**src/hdl/qsmm_pkg.sv**
```systemverilog
`timescale 1ns / 1ps
// ----------------------------------------------------------------------------
// qsmm_pkg
// Types, constants and helper functions for the quaternion/scale to model
// matrix pipeline.
// ----------------------------------------------------------------------------
package qsmm_pkg;

  localparam int QUAT_W     = 16;
  localparam int SCALE_W    = 16;
  localparam int POS_W      = 32;
  localparam int OUT_W      = 32;
  localparam int QUAT_FRAC  = 14;
  localparam int SCALE_FRAC = 8;
  localparam int OUT_FRAC   = 16;

  localparam int PROD_W    = 2 * QUAT_W + 1;
  localparam int TERM_W    = PROD_W + 1;
  localparam int MUL_W     = TERM_W + SCALE_W;
  localparam int SHIFT     = 2 * QUAT_FRAC + SCALE_FRAC - OUT_FRAC;
  localparam int NUM_TERMS = 9;
  localparam int COLS      = 3;
  localparam int WIDE_W    = 64;

  localparam logic signed [TERM_W-1:0] ONE = TERM_W'(1) << (2 * QUAT_FRAC);
  localparam logic signed [WIDE_W-1:0] OUT_MAX = (WIDE_W'(1) << (OUT_W - 1)) - WIDE_W'(1);
  localparam logic signed [WIDE_W-1:0] OUT_MIN = -(WIDE_W'(1) << (OUT_W - 1));

  // Term slots, column major
  localparam int T_M00 = 0;
  localparam int T_M10 = 1;
  localparam int T_M20 = 2;
  localparam int T_M01 = 3;
  localparam int T_M11 = 4;
  localparam int T_M21 = 5;
  localparam int T_M02 = 6;
  localparam int T_M12 = 7;
  localparam int T_M22 = 8;

  typedef struct packed {
    logic signed [QUAT_W-1:0]  quat_x;
    logic signed [QUAT_W-1:0]  quat_y;
    logic signed [QUAT_W-1:0]  quat_z;
    logic signed [QUAT_W-1:0]  quat_w;
    logic signed [SCALE_W-1:0] scale_x;
    logic signed [SCALE_W-1:0] scale_y;
    logic signed [SCALE_W-1:0] scale_z;
    logic signed [POS_W-1:0]   pos_x;
    logic signed [POS_W-1:0]   pos_y;
    logic signed [POS_W-1:0]   pos_z;
  } qsmm_in_t;

  typedef struct packed {
    logic signed [OUT_W-1:0] m00;
    logic signed [OUT_W-1:0] m10;
    logic signed [OUT_W-1:0] m20;
    logic signed [OUT_W-1:0] m01;
    logic signed [OUT_W-1:0] m11;
    logic signed [OUT_W-1:0] m21;
    logic signed [OUT_W-1:0] m02;
    logic signed [OUT_W-1:0] m12;
    logic signed [OUT_W-1:0] m22;
    logic signed [POS_W-1:0] trans_x;
    logic signed [POS_W-1:0] trans_y;
    logic signed [POS_W-1:0] trans_z;
  } qsmm_out_t;

  typedef struct packed {
    logic signed [POS_W-1:0] pos_x;
    logic signed [POS_W-1:0] pos_y;
    logic signed [POS_W-1:0] pos_z;
  } pos_t;

  typedef struct packed {
    logic signed [SCALE_W-1:0] scale_x;
    logic signed [SCALE_W-1:0] scale_y;
    logic signed [SCALE_W-1:0] scale_z;
    pos_t                      pos;
  } side_t;

  typedef struct packed {
    logic signed [PROD_W-1:0] xx;
    logic signed [PROD_W-1:0] yy;
    logic signed [PROD_W-1:0] zz;
    logic signed [PROD_W-1:0] xy;
    logic signed [PROD_W-1:0] xz;
    logic signed [PROD_W-1:0] yz;
    logic signed [PROD_W-1:0] wx;
    logic signed [PROD_W-1:0] wy;
    logic signed [PROD_W-1:0] wz;
    side_t                    side;
  } prod_stage_t;

  typedef struct packed {
    logic [NUM_TERMS-1:0][TERM_W-1:0] term;
    side_t                            side;
  } term_stage_t;

  typedef struct packed {
    logic [NUM_TERMS-1:0][MUL_W-1:0] mul;
    pos_t                            pos;
  } mul_stage_t;

  // 2*a*b, exact
  function automatic logic signed [PROD_W-1:0] dbl_prod(
    input logic signed [QUAT_W-1:0] a,
    input logic signed [QUAT_W-1:0] b
  );
    logic signed [2*QUAT_W-1:0] ab;
    ab = a * b;
    return {ab, 1'b0};
  endfunction

  function automatic logic signed [TERM_W-1:0] ext_prod(
    input logic signed [PROD_W-1:0] p
  );
    return {p[PROD_W-1], p};
  endfunction

  // Floor shift to Q16.16 and clamp to 32 bits
  function automatic logic signed [OUT_W-1:0] shift_sat(
    input logic signed [MUL_W-1:0] p
  );
    logic signed [WIDE_W-1:0] v;
    v = {{(WIDE_W - MUL_W){p[MUL_W-1]}}, p};
    v = v >>> SHIFT;
    if (v > OUT_MAX) begin
      return OUT_MAX[OUT_W-1:0];
    end else if (v < OUT_MIN) begin
      return OUT_MIN[OUT_W-1:0];
    end
    return v[OUT_W-1:0];
  endfunction

endpackage

```
**src/hdl/qsmm_term.sv**
```systemverilog
`timescale 1ns / 1ps
// ----------------------------------------------------------------------------
// qsmm_term
// Second stage: rotation terms in Q6.28 from the doubled products.
// ----------------------------------------------------------------------------
module qsmm_term (
  input  logic                       clk,
  input  logic                       rst_n,
  input  logic                       valid_in,
  input  qsmm_pkg::prod_stage_t      data_in,
  input  logic                       ready_in,
  output logic                       valid_out,
  output qsmm_pkg::term_stage_t      data_out,
  output logic                       ready_out
);

  logic signed [qsmm_pkg::TERM_W-1:0] xx, yy, zz, xy, xz, yz, wx, wy, wz;

  logic                  valid_r;
  qsmm_pkg::term_stage_t data_r;
  qsmm_pkg::term_stage_t data_nxt;

  assign ready_out = !valid_r || ready_in;
  assign valid_out = valid_r;
  assign data_out  = data_r;

  assign xx = qsmm_pkg::ext_prod(data_in.xx);
  assign yy = qsmm_pkg::ext_prod(data_in.yy);
  assign zz = qsmm_pkg::ext_prod(data_in.zz);
  assign xy = qsmm_pkg::ext_prod(data_in.xy);
  assign xz = qsmm_pkg::ext_prod(data_in.xz);
  assign yz = qsmm_pkg::ext_prod(data_in.yz);
  assign wx = qsmm_pkg::ext_prod(data_in.wx);
  assign wy = qsmm_pkg::ext_prod(data_in.wy);
  assign wz = qsmm_pkg::ext_prod(data_in.wz);

  always_comb begin
    data_nxt.term[qsmm_pkg::T_M00] = qsmm_pkg::ONE - (yy + zz);
    data_nxt.term[qsmm_pkg::T_M10] = xy + wz;
    data_nxt.term[qsmm_pkg::T_M20] = xz - wy;
    data_nxt.term[qsmm_pkg::T_M01] = xy - wz;
    data_nxt.term[qsmm_pkg::T_M11] = qsmm_pkg::ONE - (xx + zz);
    data_nxt.term[qsmm_pkg::T_M21] = yz + wx;
    data_nxt.term[qsmm_pkg::T_M02] = xz + wy;
    data_nxt.term[qsmm_pkg::T_M12] = yz - wx;
    data_nxt.term[qsmm_pkg::T_M22] = qsmm_pkg::ONE - (xx + yy);
    data_nxt.side = data_in.side;
  end

  always_ff @(posedge clk) begin
    if (!rst_n) begin
      valid_r <= 1'b0;
    end else if (ready_out) begin
      valid_r <= valid_in;
    end
  end

  always_ff @(posedge clk) begin
    if (ready_out && valid_in) begin
      data_r <= data_nxt;
    end
  end

endmodule

```
**config.mk**
```make
export PLATFORM = sky130hd
export DESIGN_NAME = qsmm_term
export DESIGN_NICKNAME = d
export VERILOG_FILES = /design/src/hdl/qsmm_pkg.sv /design/src/hdl/qsmm_term.sv
export SDC_FILE = /design/constraint.sdc
export NUM_CORES = 1
export LEC_CHECK = 0
export BUFFER_PORTS_ARGS = -buffer_cell sky130_fd_sc_hd__buf_2
export CORE_AREA = 2 2 349 351
export DETAILED_ROUTE_END_ITERATION = 6
export DIE_AREA = 0 0 351 353
export GPL_TIMING_DRIVEN = 0
export MAX_ROUTING_LAYER = met4
export PLACE_DENSITY = 0.46
export SLEW_MARGIN = 5
export SYNTH_ARGS = -nofsm -noshare
export SYNTH_HDL_FRONTEND = slang
export SYNTH_SLANG_ARGS = --single-unit
```
**constraint.sdc**
```tcl
create_clock -name clk -period 11.02 [get_ports clk]
set_input_delay 1.102 -clock clk [delete_from_list [all_inputs] [get_ports clk]]
set_output_delay 1.102 -clock clk [all_outputs]
set_load 0.005 [all_outputs]
```
# Word level (Yosys, flattened, before mapping)
# Cells that the tools add are included.
[word_totals]
output_inout_bits = 452
input_bits = 445
word_cells = 31
regBits = 451
[op_classes]
n_reduce_logical = 3
addsub = 12
[ops]
columns = ["cell", "count"]
rows = [
  ["$add 33x33->34", 6],
  ["$sub 30x34->34 const A", 3],
  ["$sub 33x33->34", 3],
  ["$logic_and 1x1->1", 1],
  ["$logic_not 1->1", 1],
  ["$logic_or 1x1->1", 1],
]

# Depth between registers and ports, before layout
[depth]
depth_word = 3
mapped_depth = 14
mapped_depth_nobuf = 14

# Worst setup path before layout
# Ideal clock, no wire load.
[synth_timing]
kind = "in2reg"
startpoint = "input ready_in"
endpoint = "register data_r, in the netlist data_out[0], enable pin"
arrival_ns = 11.364
path_slack_ns = -1.213
path_buffers = 0
stages = 2
setup_ns = 0.870
required_time_ns = 10.150
cell_sequence = "nand2b_1 and2_1"
[synth_between]
elab_chain_len = 2
[synth_lines]
columns = ["element", "line", "source"]
rows = [
  ["start: declaration", "qsmm_term.sv:11", "input logic ready_in,"],
  ["$logic_or 1x1->1", "qsmm_term.sv:23", "assign ready_out = !valid_r || ready_in;"],
  ["$logic_and 1x1->1", "qsmm_term.sv:59", "if (ready_out && valid_in) begin"],
  ["end signal: assignment", "qsmm_term.sv:60", "data_r <= data_nxt;"],
  ["end: declaration", "qsmm_term.sv:20", "qsmm_pkg::term_stage_t data_r;"],
]
# Every way passes these cells.
# A chain may end at the register's enable or synchronous reset.

==> flow_summary.yaml <==
status:
  status: "finished, final reports clean"
cells_and_area:
  final_common_cell: "buf_2"
  final_cell_mix: "buf_2 (902), edfxtp_1 (447), ha_1 (393)"
  final_core_util: 0.319
  layout-drive-gt1-share: 0.269
  synthToLayoutAreaGrowth_pct: 29.4
  nNetsFinal: 4603
synthesis:
  ys_ff_latch: 448
  synth_area_leaders: "edfxtp_1 (45%), ha_1 (17%), xnor2_1 (6.0%), a21oi_1 (4.1%), inv_1 (4.0%)"
  synth-main-ff-cell: "edfxtp_1"
  ys_warn_count: 0
  synth_top_area_cell: "edfxtp_1"
  async_reset_ff_frac: 0
  synthCells: 2792
  syn_area_per_cell_um2: 10.6
  synth_edf_count: 447
  synthesis.area_mm2: 0.0297
  yosysSeqAreaShare: 0.453
  synth_top_area_frac: 0.452
  synth_nets: 3639
  synth_cell_types: 79
worst_setup_path:
  slowest_delay_ns: 0.85
  worstPathMaxFanout: 4
  crit_chain: "buf_2 -> ha_1 -> inv_1 -> ha_1 -> fa_1 -> a211o_1 -> a2111oi_1 -> o211a_1 -> o22ai_1 -> a211o_1 -> a221oi_2 -> o31ai_1 -> a21oi_1 -> xor2_1"
  crit_path_start_kind: "input port"
  critical_path.top_delay_family: "compound AO/OA/AOI/OAI gates"
  cp-end-kind: "register"
  slowest_stage: "a2111oi_1"
  crit_buf_inv: 2
  worstSetupPathType: "in2reg"
  worst-endpoint-required_ns: 11.43
  arrival_ns: 5.28
clock_tree:
  cts_setup_buffers: 0
  cts_resized: 0
  path_clk_slew_ns: 0.06
  clockBufferDepth: 3
  hold_buffers: 0
  clock_latency_ns: 0.66
  cts_buffers: 58
  cts_sinks: 448
  cts-root-buf: "clkbuf_16"
  htreeDepth: 2
  tritoncts: "yes"
die:
  io_pins: 897
  die_height_um: 353
  rows: 128
  dieArea_mm2: 0.124
  start_util: 0.246
  core_region_area_mm2: 0.121
  die-width_um: 351
timing:
  fin_crit_sh: 0.442
  rsz0062_at_grt: "no"
  setup_ws_ns: 6.15
  fin_skew_ns: 0.0309
  tightest_slew_ns: 1.09
  period_needed_ns: 4.87
  fmax_ghz: 0.205
  setup_viol: 0
  slew_headroom: 0.264
  tns_ns: 0
  hold_viol_final: 0
  final_max_slew_viol_count: 0
global_route:
  grt_pass1_wl_um: 159000
  grt_pass1_vias: 24300
  grt-ovfl-total: 0
  antenna_found_initial: 49
  grt_util_all_layers: 0.179
  grt_start_max_net_pins: 66
detailed_routing:
  vias: 24500
  drt-vias-per-instance: 4.48
  routed_wl_um: 113000
  drtIter0Drc: 1115
  ant_nets: 0
  firstDrtPassIters: 5
  drc: 0
  wl_per_cell_um: 20.7
placed_design:
  io_buffers: 896
  gp_congestion: 0.913
  post-dp-hpwl_um: 94000
  post-place-ws_ns: 5.22
power:
  total_power_w: 0.00567
  leakage_nw: 17.5
  p_per_area_mw_per_mm2: 148
  vdd_drop_max_mv: 0.135
flow_run:
  drv_cap: 0
min_path:
  hold_path_class: "reg2reg"
[synthesized netlist by cell type, drive strengths merged (7+ instances only)]
library cell	number
nor4	16
and3	14
nand3	41
ha	393
o211ai	17
a221oi	10
a211oi	15
o21bai	51
edfxtp	447
o41ai	8
buf	15
nor2	221
clkbuf	65
nand2	113
a21oi	247
o21ai	105
inv	314
a31oi	28
nand2b	37
xnor2	203
o31ai	19
a2111oi	9
xor2	48
nor3	41
a21boi	7
a41oi	7
a21o	104
o21a	23
and2	13
fa	9
nor2b	25
a211o	7
or3	16
nand4	13
[tightest hold or removal path, stage by stage (launching register included)]
cell,delay (ns)
dfxtp_1,0.31
nand2b_1,0.10
a21boi_0,0.09
[worst paths after layout]
| path | slack [ns] | to | start | cells after the start |
|---|---|---|---|---|
| max reg2reg | 8.28 | data_out[327] | valid_out | 6 |
| min reg2reg | 0.54 | valid_out | valid_out | 2 |
| max | 6.15 | data_out[313] | data_in[343] | 14 |
| min | 0.54 | valid_out | valid_out | 2 |
[layout make-up]
class | count | area, um^2
antenna | 41 | 103
tap | 1625 | 2030
buffer | 80 | 327
sequential | 448 | 13400
multi-input combinational | 1944 | 14700
inverter | 320 | 1200
clock inverter | 34 | 350
timing repair buffer | 904 | 4690
clock buffer | 72 | 1560
fill | 12600 | 82200
[stage by stage]
stage / instances / hold slack (ns) / instance area, um^2
5_1_grt: 5463 / 0.555 / 38400
3_3_place_gp: 5313 / 0.508 / 36200
2_1_floorplan: 2792 / 0.536 / 29700
3_5_place_dp: 5321 / 0.531 / 36400
6_report: 5468 / 0.537 / 38400
4_1_cts: 5427 / 0.539 / 38300
[report_power, final]
group	leakage [nW]	total (W)	switching, W	internal [W]
Clock	0.917	0.00195	0.000830	0.00112
Sequential	4.33	0.00221	0.0000558	0.00215
Combinational	12.3	0.00152	0.000904	0.000615
Total	17.5	0.00567	0.00179	0.00388
[metal layers]
| layer | up-vias | GRT usage | part of all wire |
|---|---|---|---|
| met2 | 820 | 0.308 | 0.49 |
| met1 | 11500 | 0.184 | 0.37 |
| met4 | 0 | 0.0809 | 0.047 |
| met5 | - | - | 0 |
| met3 | 169 | 0.0603 | 0.091 |
| li1 | 12000 | - | - |
[state kept, by name, summed over array words and instances (netlist names)]
register   flops
valid_out      1
data_out     447
[cells by family after synthesis]
logic type | count (synthesis) | synth area share
AOI/OAI and AO/OA | 712 | 0.157
and+or+nand+nor | 576 | 0.0921
DFF | 448 | 0.453
adders and majority gates | 402 | 0.172
buffers and inverters | 400 | 0.0515
xor gates and xnor gates | 251 | 0.0741
muxes | 3 | 0.00105
Note: power is estimated with default switching activity, not from simulation.
